## src/rtl/core/ogrc_pkg.sv

```systemverilog
// Shared constants, types and control structs of the occupancy grid ray clear block.
package ogrc_pkg;

	// Grid store geometry
	localparam int GRID_COLS  = 128;
	localparam int GRID_ROWS  = 128;
	localparam int GRID_DEPTH = GRID_COLS * GRID_ROWS;
	localparam int ADDR_W     = $clog2(GRID_DEPTH);

	// Field and register widths
	localparam int KIND_W  = 2;
	localparam int COORD_W = 7;
	localparam int CELL_W  = 8;
	localparam int CFG_W   = 8;
	localparam int PADDR_W = 5;
	localparam int PDATA_W = 32;
	localparam int REGI_W  = PADDR_W - 2;

	// Datapath widths
	localparam int IDX_W = COORD_W + CFG_W + 1;
	localparam int SQ_W  = 2 * COORD_W;
	localparam int D2_W  = SQ_W + 1;
	localparam int LA_W  = CFG_W + COORD_W;
	localparam int LIM_W = 2 * LA_W;
	localparam int ERR_W = COORD_W + 1;

	// Largest usable column and row counts that an 8-bit register can name
	localparam logic [CFG_W-1:0] COL_CAP = CFG_W'((GRID_COLS > 255) ? 255 : GRID_COLS);
	localparam logic [CFG_W-1:0] ROW_CAP = CFG_W'((GRID_ROWS > 255) ? 255 : GRID_ROWS);

	// Command kinds
	typedef enum logic [KIND_W-1:0] {
		KIND_CLEAR = 2'd0,
		KIND_TRACE = 2'd1,
		KIND_MARK  = 2'd2,
		KIND_READ  = 2'd3
	} kind_t;

	// Register indexes
	typedef enum logic [REGI_W-1:0] {
		REG_ROW_CELLS = 3'd0,
		REG_ROW_COUNT = 3'd1,
		REG_DEFAULT   = 3'd2,
		REG_FREE      = 3'd3,
		REG_LETHAL    = 3'd4,
		REG_MAX_TRACE = 3'd5
	} reg_idx_t;

	// Grid write source
	typedef enum logic [1:0] {
		WR_NONE   = 2'd0,
		WR_CLEAR  = 2'd1,
		WR_FREE   = 2'd2,
		WR_LETHAL = 2'd3
	} wr_sel_t;

	typedef struct packed {
		logic [CFG_W-1:0] row_cells;
		logic [CFG_W-1:0] row_count;
		logic [CFG_W-1:0] clear_value;
		logic [CFG_W-1:0] free_value;
		logic [CFG_W-1:0] lethal_value;
		logic [CFG_W-1:0] max_trace_cells;
	} cfg_t;

	// Controller to datapath
	typedef struct packed {
		logic    capture;
		logic    setup_delta;
		logic    setup_mult;
		logic    setup_walk;
		logic    walk;
		logic    clr_step;
		wr_sel_t wr_sel;
		logic    rd_en;
		logic    take_read;
		logic    load_out;
	} ctrl_cmd_t;

	// Datapath to controller
	typedef struct packed {
		kind_t kind;
		logic  range_ok;
		logic  walk_more;
		logic  clr_last;
	} dp_stat_t;

endpackage

```

## src/rtl/core/ogrc_ctrl.sv

```systemverilog
// Command sequencer: steps each request through the datapath and owns the result slot.
module ogrc_ctrl import ogrc_pkg::*; (
	input  logic      clk,
	input  logic      arst_n,
	input  logic      in_valid,
	output logic      in_ready,
	output logic      out_valid,
	input  logic      out_ready,
	input  dp_stat_t  stat,
	output ctrl_cmd_t cmd
);

	typedef enum logic [3:0] {
		ST_IDLE,
		ST_DISPATCH,
		ST_CLEAR,
		ST_SETUP_D,
		ST_SETUP_M,
		ST_SETUP_W,
		ST_WALK,
		ST_READ_WAIT,
		ST_FINISH
	} state_t;

	state_t state_q;
	state_t state_nxt;
	logic   out_valid_q;

	assign out_valid = out_valid_q;

	// Decode commands and the next state
	always_comb begin
		cmd        = '0;
		cmd.wr_sel = WR_NONE;
		in_ready   = 1'b0;
		state_nxt  = state_q;
		unique case (state_q)
			ST_IDLE: begin
				in_ready = 1'b1;
				if (in_valid) begin
					cmd.capture = 1'b1;
					state_nxt   = ST_DISPATCH;
				end
			end
			ST_DISPATCH: begin
				unique case (stat.kind)
					KIND_CLEAR: state_nxt = ST_CLEAR;
					KIND_TRACE: state_nxt = stat.range_ok ? ST_SETUP_D : ST_FINISH;
					KIND_MARK: begin
						if (stat.range_ok) begin
							cmd.wr_sel = WR_LETHAL;
						end
						state_nxt = ST_FINISH;
					end
					KIND_READ: begin
						if (stat.range_ok) begin
							cmd.rd_en = 1'b1;
							state_nxt = ST_READ_WAIT;
						end else begin
							state_nxt = ST_FINISH;
						end
					end
				endcase
			end
			ST_CLEAR: begin
				cmd.wr_sel   = WR_CLEAR;
				cmd.clr_step = 1'b1;
				if (stat.clr_last) begin
					state_nxt = ST_FINISH;
				end
			end
			ST_SETUP_D: begin
				cmd.setup_delta = 1'b1;
				state_nxt       = ST_SETUP_M;
			end
			ST_SETUP_M: begin
				cmd.setup_mult = 1'b1;
				state_nxt      = ST_SETUP_W;
			end
			ST_SETUP_W: begin
				cmd.setup_walk = 1'b1;
				state_nxt      = ST_WALK;
			end
			ST_WALK: begin
				cmd.wr_sel = WR_FREE;
				cmd.walk   = 1'b1;
				if (!stat.walk_more) begin
					state_nxt = ST_FINISH;
				end
			end
			ST_READ_WAIT: begin
				cmd.take_read = 1'b1;
				state_nxt     = ST_FINISH;
			end
			ST_FINISH: begin
				if (!out_valid_q || out_ready) begin
					cmd.load_out = 1'b1;
					state_nxt    = ST_IDLE;
				end
			end
			default: state_nxt = ST_IDLE;
		endcase
	end

	// Hold state and the result slot flag
	always_ff @(posedge clk or negedge arst_n) begin
		if (!arst_n) begin
			state_q     <= ST_IDLE;
			out_valid_q <= 1'b0;
		end else begin
			state_q <= state_nxt;
			if (cmd.load_out) begin
				out_valid_q <= 1'b1;
			end else if (out_ready) begin
				out_valid_q <= 1'b0;
			end
		end
	end

endmodule

```

## config.mk

```make
export PLATFORM = sky130hd
export DESIGN_NAME = ogrc_ctrl
export DESIGN_NICKNAME = d
export VERILOG_FILES = /design/src/rtl/core/ogrc_pkg.sv /design/src/rtl/core/ogrc_ctrl.sv
export SDC_FILE = /design/constraint.sdc
export NUM_CORES = 1
export LEC_CHECK = 0
export ABC_AREA = 0
export BUFFER_PORTS_ARGS = -buffer_cell sky130_fd_sc_hd__buf_2
export CAP_MARGIN = 30
export CORE_AREA = 3 3 40 42
export DETAILED_ROUTE_END_ITERATION = 7
export DIE_AREA = 0 0 43 45
export PLACE_DENSITY = 0.67
export SLEW_MARGIN = 20
export SYNTH_ARGS = -nofsm -noshare
export SYNTH_HDL_FRONTEND = slang
export SYNTH_SLANG_ARGS = --single-unit
```

## constraint.sdc

```tcl
create_clock -name clk -period 3.1 [get_ports clk]
set_input_delay 0.31 -clock clk [delete_from_list [all_inputs] [get_ports clk]]
set_output_delay 0.31 -clock clk [all_outputs]
set_load 0.02 [all_outputs]
```

==> metrics.csv <==
metric,value,unit
ir_worst_vdd,0.000292,V
synth_xor_area_share,0,%
drive_above_1_share,40.8,%
area_growth,29.4,%
rsz0062_at_grt,no,
antenna_found_initial,0,
first_pass_iters,3,
syn_avg_cell_area,8.94,um2
yosys.area.top_type_share,28.6,%
drv_slew,0,
finClkSkew,0.00157,ns
finalNetCount,81,
setup_tns,0,ns
grt_first_pass_wirelength,1720,um
finalCriticalPeriod,1.90,ns
ys_ff_latch,5,
num_io_pins,22,
syn-cell-area,438,um2
clkLatencyLatePin,0.24,ns
critPathRequiredTime,2.79,ns
ant_nets,0,
synthSimpleGateAreaFrac,44.9,%
synth_area_leader_cell,dfrtp_1,
slew-limit-headroom,73.3,%
die_h,45,um
cts_root_buf,clkbuf_4,
vias,407,
muxShareOfSynthArea,2.29,%
drt_iter0_drc,2,
setup_viol,0,
n_antenna_cell,0,
coreArea,1280,um2
p_leak,0.291,nW
die_w,43,um
rows,13,
hp-class,primary input to register,
cp-end-kind,primary output,
wl_per_cell,12.2,um
postSynthCellCount,49,
yosysWarnings,0,
clk_path_buf_depth,2,
clk_pin_slew,0.04,ns
wirelength,1050,um
cts_max_level,1,
synth_common_cells,"5 x dfrtp_1, 4 x nand2_1, 4 x nand2b_1, 4 x nor2_1",
cts_tree,done,
initial_core_util,34.1,%
fillCellCount,140,
synth_compound_area_share,15.4,%
drv_cap,0,
post_cts_resize_count,0,
final_cells,86,
drc_errors,0,
die_area,1940,um2
synthAdderAreaFrac,0,%
rrSetupSlack,1.65,ns
ys_types,26,
critPathKind,register to primary output,
p_per_area,1050,nW/um2
start_kind,register,
synthArstFlopShare,100,%
syn_nets,58,
worstMarginPinSlew,0.400,ns
synth_top_flop_cell,dfrtp_1,
grt_max_degree,13,
cts_sinks,5,
finalHoldViolations,0,
yosys-top-cells-area,"dfrtp_1 29%, nand2b_1 5.7%, nor4b_4 5.4%, and4bb_4 3.7%, nor3_1 3.4%",
yosysMostFrequentCell,dfrtp_1,
place.gp.congestion,0.698,
crit_arrival,1.59,ns
via_per_inst,4.73,
yosysSeqAreaShare,28.6,%
status,completed,
dp.cells,81,
synth_top_family_by_area,simple AND/OR/NAND/NOR gates,
hpwl,844,um
finalCritPeriodShare,61.2,%
io_buffers,21,
critPathMaxFanout,11,
max_freq,527,MHz
synth_edf_count,0,
grt_pass1_vias,409,
grt_usage,11.9,%
numCtsBuffers,3,
overflow,0,
[routing by layer]
layer | track usage (%) | up-vias | part of all wire, % | routed length [um]
li1 | - | 216 | - | -
met1 | 16.3 | 177 | 45 | 469
met2 | 18.0 | 14 | 49 | 510
met3 | 1.20 | 0 | 6.7 | 70
met4 | 7.23 | 0 | 0 | 0
met5 | 0 | - | 0 | 0
[flip-flops by register name, indices dropped and copies added, names as in the netlist]
register   cells
state_q        4
out_valid      1
[cell usage in the layout (no fill, tap or decap), types with 3 or more instances in the layout]
master | netlist | routed
buf_2 | 1 | 21
clkbuf_4 | 0 | 3
dfrtp_1 | 5 | 5
nand2_1 | 4 | 4
nand2b_1 | 4 | 4
nor2_1 | 4 | 4
nor3_1 | 3 | 3
o21ai_0 | 3 | 3
[report_power, final]
part | switching, mW | total (mW) | internal, mW
registers | 0.0833 | 0.179 | 0.0960
clock network | 0.0263 | 0.0749 | 0.0486
logic | 0.186 | 0.340 | 0.154
[cells by family (layout without fill, tap and decap cells)]
logic type / count (synthesis) / count (layout)
and+or+nand+nor: 28 / 28
muxes: 1 / 1
DFF: 5 / 5
AOI/OAI and AO/OA: 9 / 9
buffers and inverters: 6 / 28
[stage by stage]
stage / setup slack [ns] / hold WS, ns / power (mW) / utilization (%) / area [um2]
after CTS: 1.19 / 0.379 / 0.600 / 44.1 / 567
after floorplan: 1.17 / 0.0144 / 0.455 / - / 438
after global placement: 1.47 / 0.126 / 0.516 / 41.3 / 531
final: 1.20 / 0.380 / 0.594 / 44.1 / 567
after detailed placement: 1.46 / 0.134 / 0.520 / 41.3 / 531
after global routing: 1.10 / 0.423 / 0.639 / 44.1 / 567
[path summary, 6_finish.rpt]
check / startpoint / end / cells past startpoint
min in group asynchronous: arst_n / state_q[1] / 2
hold / removal: out_ready / out_valid / 3
hold reg to reg: out_valid / out_valid / 2
setup reg to reg: state_q[3] / state_q[0] / 4
max in group asynchronous: arst_n / out_valid / 2
setup / recovery: state_q[3] / cmd[0] / 3
[cell type report]
type	count	area (um2)	share of cell area, %
Tap cell	15	18.8	3.31
Sequential cell	5	125	22.1
Multi-Input combinational cell	38	274	48.3
Clock buffer	4	26.3	4.64
Inverter	2	7.51	1.32
Timing Repair Buffer	22	115	20.3
[critical path, stage by stage (launching register included)]
cell and delay [ns]:
dfrtp_1 0.55, or4b_4 0.52, nor2b_1 0.11, buf_2 0.16
[repair_timing]
action | CTS | global route
buffers inserted | 0 | 0
hold buffers | 1 | 0
endpoints found under the hold margin | 5 | 0
Note: power is estimated with default switching activity, not from simulation.
