<file path="src/rtl/core/ogrc_pkg.sv">
// Shared constants, types and control structs of the occupancy grid ray clear block.
package ogrc_pkg;

	// Grid store geometry
	localparam int GRID_COLS  = 128;
	localparam int GRID_ROWS  = 128;
	localparam int GRID_DEPTH = GRID_COLS * GRID_ROWS;
	localparam int ADDR_W     = $clog2(GRID_DEPTH);

	// Field and register widths
	localparam int KIND_W  = 2;
	localparam int COORD_W = 7;
	localparam int CELL_W  = 8;
	localparam int CFG_W   = 8;
	localparam int PADDR_W = 5;
	localparam int PDATA_W = 32;
	localparam int REGI_W  = PADDR_W - 2;

	// Datapath widths
	localparam int IDX_W = COORD_W + CFG_W + 1;
	localparam int SQ_W  = 2 * COORD_W;
	localparam int D2_W  = SQ_W + 1;
	localparam int LA_W  = CFG_W + COORD_W;
	localparam int LIM_W = 2 * LA_W;
	localparam int ERR_W = COORD_W + 1;

	// Largest usable column and row counts that an 8-bit register can name
	localparam logic [CFG_W-1:0] COL_CAP = CFG_W'((GRID_COLS > 255) ? 255 : GRID_COLS);
	localparam logic [CFG_W-1:0] ROW_CAP = CFG_W'((GRID_ROWS > 255) ? 255 : GRID_ROWS);

	// Command kinds
	typedef enum logic [KIND_W-1:0] {
		KIND_CLEAR = 2'd0,
		KIND_TRACE = 2'd1,
		KIND_MARK  = 2'd2,
		KIND_READ  = 2'd3
	} kind_t;

	// Register indexes
	typedef enum logic [REGI_W-1:0] {
		REG_ROW_CELLS = 3'd0,
		REG_ROW_COUNT = 3'd1,
		REG_DEFAULT   = 3'd2,
		REG_FREE      = 3'd3,
		REG_LETHAL    = 3'd4,
		REG_MAX_TRACE = 3'd5
	} reg_idx_t;

	// Grid write source
	typedef enum logic [1:0] {
		WR_NONE   = 2'd0,
		WR_CLEAR  = 2'd1,
		WR_FREE   = 2'd2,
		WR_LETHAL = 2'd3
	} wr_sel_t;

	typedef struct packed {
		logic [CFG_W-1:0] row_cells;
		logic [CFG_W-1:0] row_count;
		logic [CFG_W-1:0] clear_value;
		logic [CFG_W-1:0] free_value;
		logic [CFG_W-1:0] lethal_value;
		logic [CFG_W-1:0] max_trace_cells;
	} cfg_t;

	// Controller to datapath
	typedef struct packed {
		logic    capture;
		logic    setup_delta;
		logic    setup_mult;
		logic    setup_walk;
		logic    walk;
		logic    clr_step;
		wr_sel_t wr_sel;
		logic    rd_en;
		logic    take_read;
		logic    load_out;
	} ctrl_cmd_t;

	// Datapath to controller
	typedef struct packed {
		kind_t kind;
		logic  range_ok;
		logic  walk_more;
		logic  clr_last;
	} dp_stat_t;

endpackage

</file>
<file path="src/rtl/core/ogrc_regs.sv">
// APB configuration register file.
module ogrc_regs import ogrc_pkg::*; (
	input  logic               clk,
	input  logic               arst_n,
	input  logic               psel,
	input  logic               penable,
	input  logic               pwrite,
	input  logic [PADDR_W-1:0] paddr,
	input  logic [PDATA_W-1:0] pwdata,
	output logic [PDATA_W-1:0] prdata,
	output logic               pready,
	output cfg_t               cfg
);

	cfg_t     cfg_q;
	reg_idx_t idx;
	logic     wr;

	assign idx    = reg_idx_t'(paddr[PADDR_W-1:2]);
	assign wr     = psel && penable && pwrite;
	assign pready = 1'b1;
	assign cfg    = cfg_q;

	// Write the addressed register
	always_ff @(posedge clk or negedge arst_n) begin
		if (!arst_n) begin
			cfg_q.row_cells       <= 8'd128;
			cfg_q.row_count       <= 8'd128;
			cfg_q.clear_value     <= 8'd255;
			cfg_q.free_value      <= 8'd0;
			cfg_q.lethal_value    <= 8'd254;
			cfg_q.max_trace_cells <= 8'd255;
		end else if (wr) begin
			unique case (idx)
				REG_ROW_CELLS: cfg_q.row_cells       <= pwdata[CFG_W-1:0];
				REG_ROW_COUNT: cfg_q.row_count       <= pwdata[CFG_W-1:0];
				REG_DEFAULT:   cfg_q.clear_value     <= pwdata[CFG_W-1:0];
				REG_FREE:      cfg_q.free_value      <= pwdata[CFG_W-1:0];
				REG_LETHAL:    cfg_q.lethal_value    <= pwdata[CFG_W-1:0];
				REG_MAX_TRACE: cfg_q.max_trace_cells <= pwdata[CFG_W-1:0];
				default: begin
				end
			endcase
		end
	end

	// Return the addressed register
	always_comb begin
		unique case (idx)
			REG_ROW_CELLS: prdata = PDATA_W'(cfg_q.row_cells);
			REG_ROW_COUNT: prdata = PDATA_W'(cfg_q.row_count);
			REG_DEFAULT:   prdata = PDATA_W'(cfg_q.clear_value);
			REG_FREE:      prdata = PDATA_W'(cfg_q.free_value);
			REG_LETHAL:    prdata = PDATA_W'(cfg_q.lethal_value);
			REG_MAX_TRACE: prdata = PDATA_W'(cfg_q.max_trace_cells);
			default:       prdata = '0;
		endcase
	end

endmodule

</file>
<file path="config.mk">
export PLATFORM = sky130hd
export DESIGN_NAME = ogrc_regs
export DESIGN_NICKNAME = d
export VERILOG_FILES = /design/src/rtl/core/ogrc_pkg.sv /design/src/rtl/core/ogrc_regs.sv
export SDC_FILE = /design/constraint.sdc
export NUM_CORES = 1
export LEC_CHECK = 0
export BUFFER_PORTS_ARGS = -buffer_cell sky130_fd_sc_hd__buf_2
export CORE_MARGIN = 2
export CORE_UTILIZATION = 48
export CTS_BUF_LIST = sky130_fd_sc_hd__clkbuf_2
export DETAILED_ROUTE_END_ITERATION = 10
export PLACE_DENSITY = 0.85
export SETUP_SLACK_MARGIN = 0.5
export SLEW_MARGIN = 20
export SYNTH_ARGS = -nofsm -noshare
export SYNTH_HDL_FRONTEND = slang
export SYNTH_SLANG_ARGS = --single-unit
export TNS_END_PERCENT = 20
</file>
<file path="constraint.sdc">
create_clock -name clk -period 1.6 [get_ports clk]
set_clock_uncertainty 0.1 [all_clocks]
set_input_delay 0 -clock clk [delete_from_list [all_inputs] [get_ports clk]]
set_output_delay 0 -clock clk [all_outputs]
set_load 0.05 [all_outputs]
</file>
==> flow_metrics.env <==
export IMPL_worstPathArrival_ps=1700
export IMPL_power_density_nw_per_um2=1320
export IMPL_ant_nets=0
export IMPL_final_util=0.779
export IMPL_peakVddDrop_mv=0.981
export IMPL_ys_warn_count=0
export IMPL_largest_reg_flops=48
export IMPL_violations="negative hold slack, negative setup slack"
export IMPL_tns_ps=-731
export IMPL_ys_flop_type="dfstp_2"
export IMPL_die_height_um=76.4
export IMPL_cts_hold_fix_buffers=9
export IMPL_rsz0062_at_grt="yes"
export IMPL_track_usage=0.237
export IMPL_port_buffers=71
export IMPL_vias=1920
export IMPL_crit_path_start_kind="flip-flop"
export IMPL_cts_tree="done"
export IMPL_rows=26
export IMPL_clock_root_buffer="clkbuf_2"
export IMPL_cts_htree_levels=2
export IMPL_drtIter0Drc=93
export IMPL_grt_ovfl_total=0
export IMPL_synth_edff_count=0
export IMPL_status="finished with violations"
export IMPL_pre_cts_ws_ps=183
export IMPL_synth_top_cells_by_area="dfstp_2, mux2_2, dfrtp_1, buf_4, mux2i_1"
export IMPL_synth_cells=187
export IMPL_cap_violations=0
export IMPL_whs_ps=-64.5
export IMPL_yosysSeqAreaShare=0.490
export IMPL_post_route_worst_setup_slack_ps=-202
export IMPL_final_setup_viol_count=7
export IMPL_synth_commonest_cells="mux2_2, buf_4, dfstp_2"
export IMPL_dpl_instance_area_um2=3130
export IMPL_hold_viol_final=10
export IMPL_multi_input_area_um2=1360
export IMPL_reg2reg_to="cfg[41]$_DFFE_PN0P_"
export IMPL_cts_buffer_depth=2
export IMPL_dpl_hpwl_um=4150
export IMPL_synth_ff_latch_count=48
export IMPL_synth_cell_types=21
export IMPL_gp_congestion=0.802
export IMPL_pin_count=123
export IMPL_cp_max_fo=2
export IMPL_grt_pass1_vias=2059
export IMPL_final_seq_area_um2=1250
export IMPL_max_freq_mhz=555
export IMPL_cts_sinks=48
export IMPL_drt_total_wl_um=7180
export IMPL_finalNetCount=333
export IMPL_reg2reg_slack_ps=480
export IMPL_r2r_start="cfg[41]$_DFFE_PN0P_"
export IMPL_leakage_nw=1.72
export IMPL_relSlewSlack=0.651
export IMPL_place_inst=331
export IMPL_synth_top_area_frac=0.261
export IMPL_first_pass_iters=4
export IMPL_wl_per_cell_um=19.8
export IMPL_grt_pass1_wl_um=10800
export IMPL_total_power_mw=5.21
export IMPL_min_period_ps=1800
export IMPL_antenna_cells=0
export IMPL_syn_to_final_growth_pct=57.2
export IMPL_drive_gt1_frac=0.767
export IMPL_syn_avg_cell_area_um2=13.4
export IMPL_slew_violations=0
export IMPL_instances_no_fill=362
export IMPL_grt_max_degree=29
export IMPL_worstSetupEndpointType="output pin"
export IMPL_coreArea_um2=5070
export IMPL_critical_path_required_ps=1500
export IMPL_worstSkewPairLatency_ps=390
export IMPL_clkTransAtPathRegs_ps=230
export IMPL_grt_antenna_before_repair=0
export IMPL_async_reset_ff_frac=1.00
export IMPL_drc=0
export IMPL_worstHoldPathType="primary input to asynchronous set/reset pin"
export IMPL_reg2regPathDepth=3
export IMPL_synth_most_common_cell="mux2_2"
export IMPL_dieArea_um2=5830
export IMPL_fillers=286
export IMPL_cts_made_buffers=5
export IMPL_post_route_period_util=1.13
export IMPL_routed_via_density=5.30
export IMPL_synth_top_cell_by_area="dfstp_2"
export IMPL_startpoint="cfg[41]$_DFFE_PN0P_"
export IMPL_crit_end="prdata[1]"
export IMPL_syn_cell_area_um2=2510
export IMPL_start_util=0.496
export IMPL_tightest_slew_ps=523
export IMPL_crit_type="flip-flop to output pin"
export IMPL_final_cell_area_um2=3950
export IMPL_dieWidth_um=76.4
## critical path: stages (launching register included)
cell and delay, ps:
dfrtp_2 450, mux2_4 300, a221oi_4 330, a31oi_4 50, buf_6 170
## report_power, final
group          total (mW)  switching (mW)  internal (mW)
Combinational        2.75            1.60           1.15
Clock               0.634           0.380          0.255
Sequential           1.83           0.272           1.56
## layout by cell type, fill, tap and decap left out, types with 6 or more instances in the layout
cell / netlist / final
conb_1: 2 / 25
buf_4: 26 / 23
buf_6: 0 / 18
mux2i_1: 12 / 10
dfrtp_2: 0 / 17
buf_2: 4 / 15
mux2_2: 56 / 52
buf_8: 0 / 39
nand2_1: 8 / 8
dfrtp_1: 23 / 6
dlygate4sd3_1: 0 / 9
dfstp_2: 25 / 25
## worst min path at each step
stage	depth (start not counted)	from	endpoint
2_1_floorplan	0	arst_n	cfg[16]$_DFFE_PN0P_
4_1_cts	2	arst_n	cfg[33]$_DFFE_PN0P_
3_5_place_dp	1	arst_n	cfg[33]$_DFFE_PN0P_
5_1_grt	2	arst_n	cfg[20]$_DFFE_PN0P_
3_3_place_gp	1	arst_n	cfg[41]$_DFFE_PN0P_
6_report	2	arst_n	cfg[41]$_DFFE_PN0P_
## routing by layer
layer | vias up | GRT usage | share of wire
li1 | 838 | - | -
met1 | 1008 | 0.278 | 0.40
met2 | 66 | 0.427 | 0.54
met3 | 8 | 0.0557 | 0.046
met4 | 0 | 0.0745 | 0.011
met5 | - | 0 | 0
## layout make-up
cell class	count	share of cell area
clock buffers	5	0.00633
repair buffers	107	0.300
flip-flops and latches	48	0.317
inverters	1	0.000950
clock inverters	3	0.00950
well taps	70	0.0222
multi-input cells	128	0.344
## kinds of logic (layout without fill, tap and decap cells)
| logic type | count (synthesis) | count (layout) | share of synthesized area |
|---|---|---|---|
| simple gates | 23 | 23 | 0.0781 |
| mux | 68 | 68 | 0.299 |
| other cells | 2 | 25 | 0.00299 |
| flops | 48 | 48 | 0.490 |
| compound gates | 12 | 12 | 0.0378 |
| buf+inv | 34 | 116 | 0.0925 |
## repair_timing
item | in CTS | in global routing
endpoints found under the setup margin | 56 | 56
pin swaps | 1 | 3
endpoints found under the hold margin | 96 | 10
gates resized for setup | 146 | 14
setup buffers | 11 | 3
(Power assumes the default switching activity.)
